## src/hw/rtl/dfu_download_state_machine_assert.svh

```systemverilog
// Assertion macros for the DFU download state machine.
`ifndef DFU_DOWNLOAD_STATE_MACHINE_ASSERT_SVH
`define DFU_DOWNLOAD_STATE_MACHINE_ASSERT_SVH

// Same-cycle implication, disabled in reset.
`define DFU_ASSERT_IMPLY(label, clk, rst, ante, cons) \
   label: assert property (@(posedge clk) disable iff (rst) (ante) |-> (cons)) \
      else $error("dfu assertion failed");

// Next-cycle implication, disabled in reset.
`define DFU_ASSERT_NEXT(label, clk, rst, ante, cons) \
   label: assert property (@(posedge clk) disable iff (rst) (ante) |=> (cons)) \
      else $error("dfu assertion failed");

`endif

```

## src/hw/rtl/dfu_pkg.sv

```systemverilog
`default_nettype none

package dfu_pkg;

   typedef struct packed {
      logic [3:0]  operation;
      logic [15:0] block_size;
      logic [3:0]  new_status;
      logic        start_ok;
      logic        write_ok;
      logic        finish_ok;
      logic        abort_ok;
   } req_item_type;

   typedef struct packed {
      logic        accepted;
      logic [3:0]  dfu_state;
      logic [3:0]  dfu_status;
      logic [23:0] poll_timeout;
      logic        start_called;
      logic        write_called;
      logic [15:0] write_size;
      logic        finish_called;
      logic [1:0]  abort_call;
   } rsp_item_type;

   typedef struct packed {
      logic [15:0] max_block_size;
      logic [23:0] init_timeout;
      logic [23:0] download_timeout;
      logic [23:0] manifest_timeout;
   } cfg_type;

   localparam logic [3:0] OP_RESET      = 4'd0;
   localparam logic [3:0] OP_DNLOAD     = 4'd1;
   localparam logic [3:0] OP_DNLOAD_END = 4'd2;
   localparam logic [3:0] OP_GETSTATUS  = 4'd3;
   localparam logic [3:0] OP_ACTION     = 4'd4;
   localparam logic [3:0] OP_GETSTATE   = 4'd5;
   localparam logic [3:0] OP_CLRSTATUS  = 4'd6;
   localparam logic [3:0] OP_ABORT      = 4'd7;
   localparam logic [3:0] OP_SETSTATUS  = 4'd8;

   localparam logic [3:0] BSTATE_IDLE     = 4'd2;
   localparam logic [3:0] BSTATE_DN_SYNC  = 4'd3;
   localparam logic [3:0] BSTATE_DN_BUSY  = 4'd4;
   localparam logic [3:0] BSTATE_DN_IDLE  = 4'd5;
   localparam logic [3:0] BSTATE_MAN_SYNC = 4'd6;
   localparam logic [3:0] BSTATE_MAN      = 4'd7;
   localparam logic [3:0] BSTATE_ERROR    = 4'd10;

   localparam logic [3:0] STATUS_OK      = 4'd0;
   localparam logic [3:0] STATUS_STALLED = 4'd15;

   localparam logic [1:0] ABORT_NONE    = 2'd0;
   localparam logic [1:0] ABORT_REQUEST = 2'd1;
   localparam logic [1:0] ABORT_ERROR   = 2'd2;

   localparam logic [1:0] REG_MAX_BLOCK   = 2'd0;
   localparam logic [1:0] REG_INIT_TMO    = 2'd1;
   localparam logic [1:0] REG_DNLOAD_TMO  = 2'd2;
   localparam logic [1:0] REG_MANIFST_TMO = 2'd3;

   localparam logic [15:0] MAX_BLOCK_RESET = 16'd1024;
   localparam logic [23:0] TIMEOUT_RESET   = 24'd200;

   typedef enum logic [6:0] {
      ST_IDLE     = 7'b0000001,
      ST_DN_SYNC  = 7'b0000010,
      ST_DN_BUSY  = 7'b0000100,
      ST_DN_IDLE  = 7'b0001000,
      ST_MAN_SYNC = 7'b0010000,
      ST_MAN      = 7'b0100000,
      ST_ERROR    = 7'b1000000
   } fsm_state_type;

   function automatic logic [3:0] b_state(fsm_state_type s);
      logic [3:0] code;
      case (s)
         ST_IDLE:     code = BSTATE_IDLE;
         ST_DN_SYNC:  code = BSTATE_DN_SYNC;
         ST_DN_BUSY:  code = BSTATE_DN_BUSY;
         ST_DN_IDLE:  code = BSTATE_DN_IDLE;
         ST_MAN_SYNC: code = BSTATE_MAN_SYNC;
         ST_MAN:      code = BSTATE_MAN;
         default:     code = BSTATE_ERROR;
      endcase
      return code;
   endfunction

endpackage

`default_nettype wire

```

## src/hw/rtl/dfu_if.sv

```systemverilog
`default_nettype none

interface dfu_req_if
   import dfu_pkg::*;
();
   logic         valid;
   logic         ready;
   req_item_type item;

   modport source (output valid, output item, input ready);
   modport sink (input valid, input item, output ready);
endinterface

interface dfu_rsp_if
   import dfu_pkg::*;
();
   logic         valid;
   logic         ready;
   rsp_item_type item;

   modport source (output valid, output item, input ready);
   modport sink (input valid, input item, output ready);
endinterface

`default_nettype wire

```

## src/hw/rtl/dfu_csr.sv

```systemverilog
`default_nettype none

module dfu_csr
   import dfu_pkg::*;
(
   input  wire logic        clock,
   input  wire logic        reset,
   input  wire logic        psel,
   input  wire logic        penable,
   input  wire logic        pwrite,
   input  wire logic [3:0]  paddr,
   input  wire logic [31:0] pwdata,
   output logic      [31:0] prdata,
   output logic             pready,
   output cfg_type          cfg
);

   cfg_type    cfg_ff;
   cfg_type    cfg_in;
   logic       wr_en;
   logic [1:0] reg_sel;

   assign pready  = 1'b1;
   assign wr_en   = psel && penable && pwrite;
   assign reg_sel = paddr[3:2];

   always_comb begin
      cfg_in = cfg_ff;
      if (wr_en) begin
         case (reg_sel)
            REG_MAX_BLOCK:   cfg_in.max_block_size   = pwdata[15:0];
            REG_INIT_TMO:    cfg_in.init_timeout     = pwdata[23:0];
            REG_DNLOAD_TMO:  cfg_in.download_timeout = pwdata[23:0];
            REG_MANIFST_TMO: cfg_in.manifest_timeout = pwdata[23:0];
            default:         cfg_in = cfg_ff;
         endcase
      end
   end

   always_ff @(posedge clock) begin
      if (reset) begin
         cfg_ff.max_block_size   <= MAX_BLOCK_RESET;
         cfg_ff.init_timeout     <= TIMEOUT_RESET;
         cfg_ff.download_timeout <= TIMEOUT_RESET;
         cfg_ff.manifest_timeout <= TIMEOUT_RESET;
      end else begin
         cfg_ff <= cfg_in;
      end
   end

   always_comb begin
      case (reg_sel)
         REG_MAX_BLOCK:   prdata = {16'd0, cfg_ff.max_block_size};
         REG_INIT_TMO:    prdata = {8'd0, cfg_ff.init_timeout};
         REG_DNLOAD_TMO:  prdata = {8'd0, cfg_ff.download_timeout};
         REG_MANIFST_TMO: prdata = {8'd0, cfg_ff.manifest_timeout};
         default:         prdata = 32'd0;
      endcase
   end

   assign cfg = cfg_ff;

endmodule

`default_nettype wire

```

## src/hw/rtl/dfu_fsm.sv

```systemverilog
`default_nettype none

module dfu_fsm
   import dfu_pkg::*;
(
   input  wire logic          clock,
   input  wire logic          reset,
   input  wire logic          fire,
   input  wire req_item_type  item,
   input  wire cfg_type       cfg,
   output rsp_item_type       result
);

`include "dfu_download_state_machine_assert.svh"

   fsm_state_type state_ff, state_in;
   logic [3:0]    status_ff, status_in;
   logic [15:0]   pend_ff, pend_in;
   logic          begun_ff, begun_in;

   logic          put_en;
   logic [3:0]    put_val;
   logic [24:0]   poll_sum;

   assign poll_sum = {1'b0, cfg.download_timeout} + {1'b0, cfg.init_timeout};

   always_comb begin
      state_in  = state_ff;
      status_in = status_ff;
      pend_in   = pend_ff;
      begun_in  = begun_ff;
      put_en    = 1'b0;
      put_val   = STATUS_OK;

      result.accepted      = 1'b1;
      result.poll_timeout  = 24'd0;
      result.start_called  = 1'b0;
      result.write_called  = 1'b0;
      result.write_size    = 16'd0;
      result.finish_called = 1'b0;
      result.abort_call    = ABORT_NONE;

      case (item.operation)
         OP_RESET: begin
            state_in  = ST_IDLE;
            status_in = STATUS_OK;
            pend_in   = 16'd0;
            begun_in  = 1'b0;
         end
         OP_DNLOAD: begin
            if (item.block_size > cfg.max_block_size) begin
               put_en          = 1'b1;
               put_val         = STATUS_STALLED;
               result.accepted = 1'b0;
            end else if (state_ff == ST_IDLE) begin
               if (item.block_size != 16'd0) begin
                  pend_in  = item.block_size;
                  begun_in = 1'b0;
               end else begin
                  put_en          = 1'b1;
                  put_val         = STATUS_STALLED;
                  result.accepted = 1'b0;
               end
            end else if (state_ff == ST_DN_IDLE) begin
               if (item.block_size != 16'd0) begin
                  pend_in = item.block_size;
               end else begin
                  state_in = ST_MAN_SYNC;
               end
            end else begin
               result.accepted = 1'b0;
            end
         end
         OP_DNLOAD_END: begin
            state_in = ST_DN_SYNC;
         end
         OP_GETSTATUS: begin
            if (state_ff == ST_DN_SYNC) begin
               state_in = ST_DN_BUSY;
               if (begun_ff) begin
                  result.poll_timeout = cfg.download_timeout;
               end else if (poll_sum[24]) begin
                  result.poll_timeout = '1;
               end else begin
                  result.poll_timeout = poll_sum[23:0];
               end
            end else if (state_ff == ST_MAN_SYNC) begin
               state_in            = ST_MAN;
               result.poll_timeout = cfg.manifest_timeout;
            end
         end
         OP_ACTION: begin
            if (state_ff == ST_DN_BUSY) begin
               if (!begun_ff) begin
                  result.start_called = 1'b1;
                  begun_in            = item.start_ok;
               end
               if (begun_ff || item.start_ok) begin
                  result.write_called = 1'b1;
                  result.write_size   = pend_ff;
                  if (item.write_ok) begin
                     state_in = ST_DN_IDLE;
                  end
               end
            end else if (state_ff == ST_MAN) begin
               result.finish_called = 1'b1;
               if (item.finish_ok) begin
                  state_in = ST_IDLE;
               end
            end
         end
         OP_GETSTATE: begin
         end
         OP_CLRSTATUS: begin
            put_en  = 1'b1;
            put_val = STATUS_OK;
         end
         OP_ABORT: begin
            if (state_ff == ST_IDLE || state_ff == ST_DN_SYNC || state_ff == ST_DN_IDLE ||
                state_ff == ST_MAN_SYNC) begin
               result.abort_call = ABORT_REQUEST;
               if (item.abort_ok) begin
                  state_in = ST_IDLE;
               end
            end
         end
         OP_SETSTATUS: begin
            put_en  = 1'b1;
            put_val = item.new_status;
         end
         default: begin
            result.accepted = 1'b0;
         end
      endcase

      if (put_en) begin
         if (put_val == STATUS_OK) begin
            if (state_ff == ST_ERROR) begin
               state_in = ST_IDLE;
            end
         end else if (state_ff != ST_ERROR) begin
            state_in          = ST_ERROR;
            result.abort_call = ABORT_ERROR;
         end
         status_in = put_val;
      end

      result.dfu_state  = b_state(state_in);
      result.dfu_status = status_in;
   end

   always_ff @(posedge clock) begin
      if (reset) begin
         state_ff  <= ST_IDLE;
         status_ff <= STATUS_OK;
         pend_ff   <= 16'd0;
         begun_ff  <= 1'b0;
      end else if (fire) begin
         state_ff  <= state_in;
         status_ff <= status_in;
         pend_ff   <= pend_in;
         begun_ff  <= begun_in;
      end
   end

   `DFU_ASSERT_NEXT(a_hold_when_idle, clock, reset, !fire,
      $stable(state_ff) && $stable(status_ff) && $stable(begun_ff))
   `DFU_ASSERT_IMPLY(a_write_from_busy, clock, reset, fire && result.write_called,
      state_ff == ST_DN_BUSY)
   `DFU_ASSERT_IMPLY(a_finish_from_man, clock, reset, fire && result.finish_called,
      state_ff == ST_MAN)
   `DFU_ASSERT_NEXT(a_reset_op, clock, reset, fire && item.operation == OP_RESET,
      state_ff == ST_IDLE && status_ff == STATUS_OK && !begun_ff)
   `DFU_ASSERT_IMPLY(a_error_note, clock, reset,
      fire && result.abort_call == ABORT_ERROR,
      state_ff != ST_ERROR && state_in == ST_ERROR)

endmodule

`default_nettype wire

```

## src/hw/rtl/dfu_download_state_machine.sv

```systemverilog
// Channel    | Dir | Handshake          | Payload
// req_chan   | in  | valid/ready        | one DFU request
// rsp_chan   | out | valid/ready        | one result per request
// csr (APB)  | in  | psel/penable/pready| 4 config registers, 32-bit data
//
// The request lands in the input stage; its result is registered in the output stage when that stage is free.
// Sustains one request per cycle while rsp_chan.ready is high; the state update sits between the two registers.
// Synchronous active-high reset clears both stages, the DFU state and the config registers.
// A stalled result holds in its register while one more request waits in the input stage.
`default_nettype none

module dfu_download_state_machine
   import dfu_pkg::*;
(
   input  wire logic        clock,
   input  wire logic        reset,
   dfu_req_if.sink          req_chan,
   dfu_rsp_if.source        rsp_chan,
   input  wire logic        psel,
   input  wire logic        penable,
   input  wire logic        pwrite,
   input  wire logic [3:0]  paddr,
   input  wire logic [31:0] pwdata,
   output logic      [31:0] prdata,
   output logic             pready
);

   cfg_type      cfg;
   req_item_type in_item_ff;
   logic         in_valid_ff;
   rsp_item_type out_item_ff;
   logic         out_valid_ff;
   rsp_item_type step_result;
   logic         advance;

   dfu_csr u_csr (
      .clock   (clock),
      .reset   (reset),
      .psel    (psel),
      .penable (penable),
      .pwrite  (pwrite),
      .paddr   (paddr),
      .pwdata  (pwdata),
      .prdata  (prdata),
      .pready  (pready),
      .cfg     (cfg)
   );

   assign advance        = in_valid_ff && (!out_valid_ff || rsp_chan.ready);
   assign req_chan.ready = !in_valid_ff || advance;

   always_ff @(posedge clock) begin
      if (reset) begin
         in_valid_ff <= 1'b0;
      end else if (req_chan.ready) begin
         in_valid_ff <= req_chan.valid;
      end
   end

   always_ff @(posedge clock) begin
      if (req_chan.ready && req_chan.valid) begin
         in_item_ff <= req_chan.item;
      end
   end

   dfu_fsm u_fsm (
      .clock  (clock),
      .reset  (reset),
      .fire   (advance),
      .item   (in_item_ff),
      .cfg    (cfg),
      .result (step_result)
   );

   always_ff @(posedge clock) begin
      if (reset) begin
         out_valid_ff <= 1'b0;
      end else if (advance) begin
         out_valid_ff <= 1'b1;
      end else if (rsp_chan.ready) begin
         out_valid_ff <= 1'b0;
      end
   end

   always_ff @(posedge clock) begin
      if (advance) begin
         out_item_ff <= step_result;
      end
   end

   assign rsp_chan.valid = out_valid_ff;
   assign rsp_chan.item  = out_item_ff;

endmodule

`default_nettype wire
```

## src/flat_wrapper.sv

```systemverilog
// flat-port wrapper written by rule: the top's interface ports become plain ports
module dfu_download_state_machine_flat import dfu_pkg::*;
  (clock, reset, psel, penable, pwrite, paddr, pwdata, prdata, pready, req_chan_valid, req_chan_item, req_chan_ready, rsp_chan_valid, rsp_chan_item, rsp_chan_ready);
  dfu_req_if req_chan_i ();
  dfu_rsp_if rsp_chan_i ();
  input  wire logic clock;
  input  wire logic reset;
  input  wire logic psel;
  input  wire logic penable;
  input  wire logic pwrite;
  input  wire logic [3:0] paddr;
  input  wire logic [31:0] pwdata;
  output logic      [31:0] prdata;
  output logic pready;
  input wire logic [$bits(req_chan_i.valid)-1:0] req_chan_valid;
  input wire logic [$bits(req_chan_i.item)-1:0] req_chan_item;
  output wire logic [$bits(req_chan_i.ready)-1:0] req_chan_ready;
  output wire logic [$bits(rsp_chan_i.valid)-1:0] rsp_chan_valid;
  output wire logic [$bits(rsp_chan_i.item)-1:0] rsp_chan_item;
  input wire logic [$bits(rsp_chan_i.ready)-1:0] rsp_chan_ready;
  assign req_chan_i.valid = req_chan_valid;
  assign req_chan_i.item = req_chan_item;
  assign req_chan_ready = req_chan_i.ready;
  assign rsp_chan_valid = rsp_chan_i.valid;
  assign rsp_chan_item = rsp_chan_i.item;
  assign rsp_chan_i.ready = rsp_chan_ready;
  dfu_download_state_machine u_core (.clock(clock), .reset(reset), .req_chan(req_chan_i), .rsp_chan(rsp_chan_i), .psel(psel), .penable(penable), .pwrite(pwrite), .paddr(paddr), .pwdata(pwdata), .prdata(prdata), .pready(pready));
endmodule
```

## config.mk

```make
export PLATFORM = sky130hd
export DESIGN_NAME = dfu_download_state_machine_flat
export DESIGN_NICKNAME = d
export VERILOG_FILES = /design/src/hw/rtl/dfu_pkg.sv /design/src/hw/rtl/dfu_if.sv /design/src/hw/rtl/dfu_csr.sv /design/src/hw/rtl/dfu_fsm.sv /design/src/hw/rtl/dfu_download_state_machine.sv /design/src/flat_wrapper.sv
export VERILOG_INCLUDE_DIRS = /design/src /design/src/hw/rtl
export SDC_FILE = /design/constraint.sdc
export NUM_CORES = 1
export LEC_CHECK = 0
export ABC_CLOCK_PERIOD_IN_PS = 3650
export BUFFER_PORTS_ARGS = -buffer_cell sky130_fd_sc_hd__buf_2
export CAP_MARGIN = 15
export CORE_ASPECT_RATIO = 0.6
export CORE_MARGIN = 8
export CORE_UTILIZATION = 30
export DETAILED_ROUTE_END_ITERATION = 8
export PLACE_DENSITY = 0.49
export SLEW_MARGIN = 15
export SYNTH_ARGS = -nofsm -noshare
export SYNTH_HDL_FRONTEND = slang
export SYNTH_SLANG_ARGS = --single-unit
```

## constraint.sdc

```tcl
create_clock -name clock -period 3.65 [get_ports clock]
set_clock_uncertainty 0.05 [all_clocks]
set_input_delay 0.73 -clock clock [delete_from_list [all_inputs] [get_ports clock]]
set_output_delay 0.73 -clock clock [all_outputs]
set_load 0.02 [all_outputs]
```

Yosys cells after proc, flatten, opt, wreduce, memory -nomap -nowiden
Index checks and enable logic that the tools add are counted.
- output and inout bits: 89
- flip-flop bits (word level): 200
- equality and inequality tests: 30
- reduce and logical (&&, ||, !) cells: 30
- bitwise gates (word level): 1
- muxes and demuxes: 60
- add/sub/neg operators: 1
- magnitude comparators: 1
- operators by type and width (kind ; count):
    32-bit one-hot mux with 4 select lines ; 1
    7-bit two-way mux ; 17
    24-bit two-way mux ; 4
    16-bit two-way mux ; 4
    7-bit one-hot mux with 6 select lines ; 1
    16-bit one-hot mux with 2 select lines ; 1
    24-bit by 24-bit adder with 25-bit output ; 1
    4-bit one-hot mux with 6 select lines ; 1
    4-bit two-way mux ; 5
    1-bit two-way mux ; 18
    17-bit two-way mux ; 1
    4-bit by 3-bit equality test with 1-bit output (second input constant) ; 4
    16-bit greater-than comparator ; 1
    16-bit nonzero test ; 1
    7-bit by 1-bit equality test with 1-bit output (second input constant) ; 2
    7-bit by 2-bit equality test with 1-bit output (second input constant) ; 2
    7-bit by 3-bit equality test with 1-bit output (second input constant) ; 2
    7-bit by 4-bit equality test with 1-bit output (second input constant) ; 2
    7-bit by 5-bit equality test with 1-bit output (second input constant) ; 2
    7-bit by 6-bit equality test with 1-bit output (second input constant) ; 2
    2-bit AND reduction ; 5
    4-bit by 2-bit equality test with 1-bit output (second input constant) ; 2
    4-bit logical NOT ; 2
    2-bit inequality test (second input constant) ; 4
    other kinds (23) ; 38

Logic depth before layout (Yosys ltp)
Gate-level depths: netlist of run 1.
- depth after elaboration: 11
- mapped depth: 14

Hierarchy
From an unflattened synthesis of run 1, not the netlist that was laid out.
- cells, all modules: 1050
- area total of the unflattened synthesis: 10765.3 um2
- modules (own cells, without submodules) (module ; cells each ; sequential area each (um2) ; area each (um2) ; instances):
    dfu_csr ; 372 ; 1761.7 ; 4189.0 ; 1
    dfu_fsm ; 586 ; 560.5 ; 4010.1 ; 1
    dfu_download_state_machine ; 92 ; 2502.4 ; 2566.2 ; 1

Worst setup path after synthesis of run 1
OpenSTA, ideal clock, no wires.
- kind: input-to-reg
- from: input rsp_chan_ready
- to: register u_core.u_fsm.state_ff[6]
- required time: 3.526 ns
- path buffers: 1
- path slack: 0.374 ns
- data arrival time: 3.152 ns
- stages: 6
- cell sequence: nor2b_1 -> nand2b_1 -> inv_1 -> clkbuf_1 -> a22oi_1 -> nor2_1
- longest elaborated chain between the ends: 2
- RTL lines (item ; line ; RTL):
    start: declaration ; flat_wrapper.sv:20 ; input wire logic [$bits(rsp_chan_i.ready)-1:0] rsp_chan_ready;
    1-bit logical OR ; dfu_download_state_machine.sv:49 ; assign advance = in_valid_ff && (!out_valid_ff || rsp_chan.ready);
    1-bit logical AND ; dfu_download_state_machine.sv:49 ;
    named net u_core.advance ; dfu_download_state_machine.sv:34 ; logic advance;
    end signal: assignment ; dfu_fsm.sv:159 ; state_ff <= state_in;
    end: declaration ; dfu_fsm.sv:16 ; fsm_state_type state_ff, state_in;
The timed path passes the listed nets, and every way through them passes these cells.
A chain may end at the register's enable or synchronous reset.

==> impl_summary.txt, run 1 <==
----------------------------------------------------
[Routing]
  Final routed DRC violation total ... 0
  Antenna Violating Nets Remaining ... 0
  Routed wire per std cell ... 19.8 um
  Routed via count divided by cell count ... approximately 5.1
  Post-Route WL ... 34,100 um
  Initial detailed-routing violation count ... between 700 and 800
  Overall via count from detail_route ... a little under 9k
  Number of detailed-routing iterations run before antenna repair ... 7

[Logic synthesis]
  Cell area after technology mapping ... between 10,000 and 15,000 um^2
  Post-synthesis cell type with the largest combined area ... edfxtp_1
  Number of synthesized flops with an enable pin ... between 80 and 90
  Mean post-synth cell area ... slightly above 9 um^2
  Main synth FF type ... dfxtp_1
  Unique masters post-synth ... 76
  Number of instances in the synthesized netlist ... ~1.1k
  Share of the synthesized area in the top cell type ... around a quarter
  Post-synthesis sequential area ratio ... 47.0%
  Yosys warning count ... 0
  Async set or reset register ratio after synthesis ... 0%
  Synth top area cells ... edfxtp_1 24%, dfxtp_1 23%, nand2_1 8.0%, a21oi_1 6.6%, ha_1 4.9%
  Total of flip-flops plus latches after synthesis ... 200

[Clocking]
  Post-CTS sizing ... 0
  H-tree levels ... 4
  Number of sinks handled by clock tree synthesis ... 200
  Number of hold buffers added after CTS ... 0
  Number of buffers inserted during clock tree synthesis ... 17
  Maximum count of clock buffers along a single path ... 2
  Clock latency at the later pin of the worst-skew pair ... 0.46 ns
  Clock transition time at the flip-flop clock pins of the worst setup and hold paths ... 0.08 ns
  Buffer cell driving the clock tree root ... clkbuf_16
  Number of buffers added for setup after CTS ... 0
  Clock tree from TritonCTS ... yes

[Worst setup path]
  Setup CP Type ... register to register
  R2R setup slack ... around 0.19 ns
  Longest individual stage delay on the worst path ... between 0.5 and 0.6 ns
  Start of the worst register-to-register path ... u_core.in_item_ff[14]
  Chain of cells forming the critical path ... ha_1 > o21ai_0 > o21ai_1 > a21o_1 > a2111oi_4 > nor3_1 > nor4_1 > o22ai_1 > a211oi_1 > o21a_2 > a21oi_1
  Maximum fanout encountered on the critical timing path ... 3
  Capture instance of the worst register-to-register path ... u_core.rsp_chan.item[52]
  Count of cells along the worst register-to-register path ... 11
  Critical path startpoint category ... register
  Data required time of the critical path ... 3.81 ns
  Crit. End Element ... register
  Slowest library cell on the worst path ... nor4_1
  Arrival @ worst endpoint ... 3.62 ns

[STA]
  Least setup slack across all paths after layout ... ~0.19 ns
  Transition time at the pin with the least slew margin ... 0.831 ns
  Post-route clock period utilization ... a little over nine tenths
  Unrepaired setup endpoints after global routing ... no
  Max Slew Vio Count ... 0
  Final Hold Vio Count ... 0
  Post-route minimum period ... around 3.5 ns
  Worst slew slack as a fraction of its limit ... 44.6%
  Total Negative Setup Slacks ... 0 ns
  Number of endpoints failing setup at the final stage ... 0
  Maximum clock frequency ... 0.289 GHz

[Min path]
  Hold crit path type ... input pin to register
  Hold wc startpoint ... req_chan_item[9]
  Worst-case hold path end point ... u_core.in_item_ff[9]
  Worst hold path stage count ... 1

[Placed design]
  Total half-perimeter wirelength after legalization and detailed placement ... about 24,000 um
  Pre-CTS WS ... about 0.10 ns
  Cell area after placement ... between 10,000 and 15,000 um^2
  Number of buffers inserted by port buffering ... 140
  GPL Wtd Cong ... 0.857

[Cells and area]
  Area added between synthesis and finish ... 20.0%
  Total Nets Final ... approximately 1.4k
  Final design instance area without fill ... 12,300 um^2
  Layout cells sized above 1 ... between 20% and 30%
  Diode count ... 0
  FILL cells ... around 3.5k

[Power]
  Leakage power of the design ... 4.72 nW
  Peak supply drop ... approximately 0.35 mV
  Pwr per Cell Area ... 393 nW/um^2

[Floorplan]
  Number of cell rows ... between 50 and 60
  Number of primary I/O pins ... 160
  Chip width ... 255 um
  Die area ... slightly above 40,000 um^2
  Die boundary height ... ~160 um
  Starting density of the core ... between 30% and 40%
  Standard cell core area ... between 30,000 and 40,000 um^2

[GRT]
  All-Layer GR Usage ... about 17%
  Pin count of the biggest net entering global routing ... between 50 and 60
  First-pass GRT wire length ... around 52,000 um
  Antenna violations before repair ... 3
  Via count of the first global-routing pass ... 8,383
  Total gr overflow ... 0

[Run]
  Max-cap violations ... 0

[Run status]
  Status ... finished clean

----------------------------------------------------
-- area by class of cell --
class	count	area [um^2]	share of cell area [%]
timing repair buffer	193	1140	9.28
multi-input combinational	791	4980	40.4
tap	459	574	4.66
clock inverter	15	176	1.43
sequential	200	4820	39.2
clock buffer	17	425	3.45
inverter	52	195	1.58
-- cell usage after synthesis (3+ instances only) --
| cell | number |
|---|---|
| buf_1 | 5 |
| nor2_1 | 56 |
| a311oi_1 | 4 |
| o21ai_1 | 4 |
| a221oi_1 | 17 |
| dfxtp_1 | 118 |
| or2_2 | 3 |
| and2_1 | 22 |
| a22oi_1 | 3 |
| a31o_2 | 3 |
| and3_1 | 5 |
| nand4_1 | 7 |
| ha_1 | 40 |
| nand3_1 | 36 |
| mux4_2 | 16 |
| inv_1 | 52 |
| buf_4 | 10 |
| nor4_1 | 8 |
| nand2b_1 | 24 |
| a211oi_1 | 6 |
| edfxtp_1 | 82 |
| clkbuf_1 | 59 |
| a21o_1 | 24 |
| xor2_1 | 17 |
| o211ai_1 | 7 |
| nand2_1 | 219 |
| a31oi_1 | 7 |
| o21bai_1 | 5 |
| a22o_1 | 8 |
| a21oi_1 | 135 |
| o21a_1 | 4 |
| a221o_1 | 9 |
| o21ai_0 | 19 |
| nor2b_1 | 6 |
| xnor2_1 | 9 |
| nor3_1 | 13 |
-- through the flow --
stage                     cells  hold WS [ns]  utilization (%)  power (mW)
after floorplan            1119         0.391                -        2.73
after global placement     1695         0.401             34.7        2.90
after detailed placement   1695         0.407             34.7        2.90
after CTS                  1727         0.362             36.5        4.89
after global routing       1727         0.360             36.5        5.03
final                      1727         0.388             36.5        4.84
-- routing by layer --
layer	GRT usage (%)	wire, um	part of all wire [%]
met3	4.99	2520	7.4
met1	25.2	17400	51
met4	2.84	314	0.92
met5	0	34	0.10
met2	23.1	13800	41
-- where the power goes --
| part | switching (mW) | internal (mW) |
|---|---|---|
| clock | 1.00 | 0.988 |
| sequential | 0.0405 | 2.38 |
| combinational | 0.278 | 0.147 |
| total | 1.32 | 3.52 |
-- flip-flops by register name (all words and copies together), names as in the netlist --
signal	flops
u_core.u_csr.cfg	88
u_core.rsp_chan.item	54
u_core.in_item_ff	28
u_core.u_fsm.pend_ff	16
u_core.u_fsm.state_ff	7
u_core.u_fsm.status_ff	4
u_core.in_valid_ff	1
u_core.rsp_chan.valid	1
u_core.u_fsm.begun_ff	1
-- cell usage in the layout (no fill, tap or decap), drive strengths merged, types with 9 or more instances in the layout --
cell type	synthesis	layout
nand2	219	219
buf	17	193
a21oi	136	136
dfxtp	118	118
edfxtp	82	82
inv	52	62
nor2	56	56
ha	40	40
nand3	37	37
nand2b	25	25
a21o	24	24
o21ai	23	23
and2	22	22
xor2	17	17
a221oi	17	17
clkbuf	59	17
mux4	16	16
nor3	13	13
nor4	11	11
a221o	9	9
xnor2	9	9
conb	2	9
o211ai	9	9
-- critical path: cells and delay by family (launching register included) --
kind	cells	cell delay, ns
AOI/OAI and AO/OA	8	1.64
and+or+nand+nor	2	0.71
adders and majority gates	1	0.35
DFF	1	0.46
-- worst max path at each step --
| stage | slack [ns] | from | endpoint |
|---|---|---|---|
| floorplan | 0.37 | rsp_chan_ready | u_core.u_fsm.state_ff[6] |
| global placement | 0.11 | u_core.in_item_ff[13] | u_core.rsp_chan.item[52] |
| detailed placement | 0.1 | u_core.in_item_ff[22] | u_core.rsp_chan.item[52] |
| CTS | 0.08 | u_core.in_item_ff[14] | u_core.rsp_chan.item[52] |
| global route | 0.02 | u_core.in_item_ff[22] | u_core.rsp_chan.item[52] |
| finish | 0.19 | u_core.in_item_ff[14] | u_core.rsp_chan.item[52] |
-- logic make-up after synthesis --
family	synth area share [%]
xor+xnor	2.22
fa+ha+maj	5.07
other cells	0.0732
flops	47.0
compound gates	18.2
mux	3.72
simple gates	18.6
buf+inv	5.13
Power figures use the tool's default switching activity.
==> run 2: changes to the inputs <==
--- a/config.mk
+++ b/config.mk
@@ -7,13 +7,13 @@
 export NUM_CORES = 1
 export LEC_CHECK = 0
 export ABC_CLOCK_PERIOD_IN_PS = 3650
-export BUFFER_PORTS_ARGS = -buffer_cell sky130_fd_sc_hd__buf_2
 export CAP_MARGIN = 15
 export CORE_ASPECT_RATIO = 0.6
 export CORE_MARGIN = 8
 export CORE_UTILIZATION = 30
 export DETAILED_ROUTE_END_ITERATION = 8
-export PLACE_DENSITY = 0.49
+export DONT_BUFFER_PORTS = 1
+export PLACE_DENSITY_LB_ADDON = 0.15
 export SLEW_MARGIN = 15
 export SYNTH_ARGS = -nofsm -noshare
 export SYNTH_HDL_FRONTEND = slang
==> impl_summary.txt, run 2 (synthesized netlist as in run 1, its figures left out) <==
----------------------------------------------------
[Cells and area]
  Most common cell after layout, fill and taps aside ... nand2_1
  Area added between synthesis and finish ... 11.8%
  Most frequent cells in the layout ... 219 x nand2_1, 134 x a21oi_1, 118 x dfxtp_1, 82 x edfxtp_1, 56 x nor2_1
  Sequential standard cell area ... between 4000 and 5000 um^2
  Non-filler instance count after layout ... 1,577
  Layout cells sized above 1 ... a little over a tenth
  Final design instance area without fill ... between 10,000 and 15,000 um^2
  FILL cells ... 3,526
  Area of the multi-input gates ... approximately 5000 um^2
  Max reg flops ... roughly 90
  Total Nets Final ... roughly 1.2k

[Clocking]
  Number of buffers inserted during clock tree synthesis ... 17
  Clock transition time at the flip-flop clock pins of the worst setup and hold paths ... 0.08 ns
  Maximum count of clock buffers along a single path ... 2
  Clock tree from TritonCTS ... yes
  Number of sinks handled by clock tree synthesis ... 200
  H-tree levels ... 4
  Post-CTS sizing ... 0
  Buffer cell driving the clock tree root ... clkbuf_16
  Clock latency at the later pin of the worst-skew pair ... around 0.46 ns
  Number of hold buffers added after CTS ... 0
  Number of buffers added for setup after CTS ... 0

[STA]
  Unrepaired setup endpoints after global routing ... no
  Maximum clock frequency ... 0.289 GHz
  Total Negative Setup Slacks ... 0 ns
  Final Hold Vio Count ... 0
  Worst slew slack as a fraction of its limit ... 19.6%
  Post-route minimum period ... ~3.5 ns
  Max Slew Vio Count ... 0
  Number of endpoints failing setup at the final stage ... 0
  Post-route clock period utilization ... 94.7%
  Transition time at the pin with the least slew margin ... ~1.2 ns

[GRT]
  Via count of the first global-routing pass ... between 7k and 8k
  First-pass GRT wire length ... between 50,000 and 60,000 um
  Pin count of the biggest net entering global routing ... about 110
  Antenna violations before repair ... 4
  Total gr overflow ... 0
  All-Layer GR Usage ... between 10% and 20%

[Placed design]
  Placed Cells incl. Taps ... ~1.5k
  Cell area after placement ... 10,900 um^2
  Total half-perimeter wirelength after legalization and detailed placement ... 23,700 um
  GPL Wtd Cong ... between 0.8 and 0.9
  Number of buffers inserted by port buffering ... 0

[Power]
  Internal power ... approximately 3.4 mW
  Clk network pwr share ... 40.5%
  Leakage power of the design ... 4.05 nW
  Peak supply drop ... roughly 0.37 mV
  Flop pwr share ... around 54%
  Net switching power ... between 1 and 1.5 mW
  Pwr per Cell Area ... ~400 nW/um^2
  Proportion of total power due to net switching ... around a quarter
  Combinational group share of total power ... 6.0%

[Worst setup path]
  Count of cells along the worst register-to-register path ... 12
  Setup CP Type ... register to register
  Slowest library cell on the worst path ... or4_1
  Top cell family by delay on the critical path ... compound AO/OA/AOI/OAI gates
  Crit. End Element ... register
  Start of the worst register-to-register path ... u_core.in_item_ff[22]
  Chain of cells forming the critical path ... ha_1 > nand4_1 > or4_1 > a21oi_2 > a2111oi_4 > o21ai_2 > buf_4 > o211ai_2 > o31a_1 > nor4_2 > o21a_2 > a21oi_1
  Critical path startpoint category ... register
  Longest individual stage delay on the worst path ... just under 0.6 ns
  R2R setup slack ... just under 0.2 ns
  Data required time of the critical path ... 3.80 ns
  Capture instance of the worst register-to-register path ... u_core.rsp_chan.item[52]
  Maximum fanout encountered on the critical timing path ... 3
  Arrival @ worst endpoint ... 3.61 ns
  Buf+Inv Stages, Crit Path ... 1

[Routing]
  Initial detailed-routing violation count ... about 770
  Antenna Violating Nets Remaining ... 0
  Routed wire per std cell ... between 20 and 25 um
  Number of detailed-routing iterations run before antenna repair ... 5
  Routed via count divided by cell count ... around 5.2
  Post-Route WL ... 34,600 um
  Overall via count from detail_route ... around 8k
  Final routed DRC violation total ... 0

[Run status]
  Status ... finished clean

[Min path]
  Worst-case hold path end point ... u_core.u_csr.cfg[67]
  Hold wc startpoint ... reset
  Worst hold path stage count ... 1
  Hold crit path type ... input pin to register

[Floorplan]
  Starting density of the core ... a little under a third
  Die boundary height ... around 160 um
  Die area ... 40,600 um^2
  Chip width ... between 200 and 300 um
  Standard cell core area ... 33,700 um^2
  Number of primary I/O pins ... 160
  Number of cell rows ... between 50 and 60

[Run]
  Max-cap violations ... 0

----------------------------------------------------
## run 2: metrics by stage
stage	power, mW	worst slack (ns)	utilization (%)	hold slack [ns]
global route	4.79	0.00639	34.0	0.263
floorplan	2.73	0.374	-	0.391
CTS	4.66	0.0493	34.0	0.265
finish	4.61	0.192	34.0	0.295
global placement	2.79	0.111	32.3	0.398
detailed placement	2.79	0.0600	32.3	0.400
## run 2: how the worst max path moves through the flow
stage | start | end | slack, ns | depth (start not counted)
detailed placement | u_core.in_item_ff[22] | u_core.rsp_chan.item[52] | 0.06 | 12
CTS | u_core.in_item_ff[22] | u_core.rsp_chan.item[52] | 0.05 | 12
floorplan | rsp_chan_ready | u_core.u_fsm.state_ff[6] | 0.37 | 6
global route | u_core.u_csr.cfg[87] | u_core.rsp_chan.item[52] | 0.006 | 13
global placement | u_core.in_item_ff[22] | u_core.rsp_chan.item[52] | 0.11 | 12
finish | u_core.in_item_ff[22] | u_core.rsp_chan.item[52] | 0.19 | 12
## run 2: area by class of cell
cell class | instances | share of cell area (%)
diodes | 3 | 0.0654
clock buffers | 23 | 4.26
clock inverters | 9 | 0.534
inverters | 52 | 1.70
multi-input cells | 791 | 43.4
flip-flops and latches | 200 | 42.1
well taps | 459 | 5.01
repair buffers | 40 | 2.94
## run 2: per-layer routing
metal  GRT usage, %  share of wire [%]
met5              0              0.029
met4           3.84                1.1
met2           23.9                 41
met1           25.3                 51
met3           4.78                7.0
## run 2: power by group through the flow
stage                     registers [mW]  logic [mW]  clock network [mW]
after floorplan                     2.49       0.233                   0
after global placement              2.52       0.273                   0
after detailed placement            2.52       0.274                   0
after CTS                           2.47       0.276                1.91
after global routing                2.47       0.305                2.01
final                               2.46       0.277                1.87
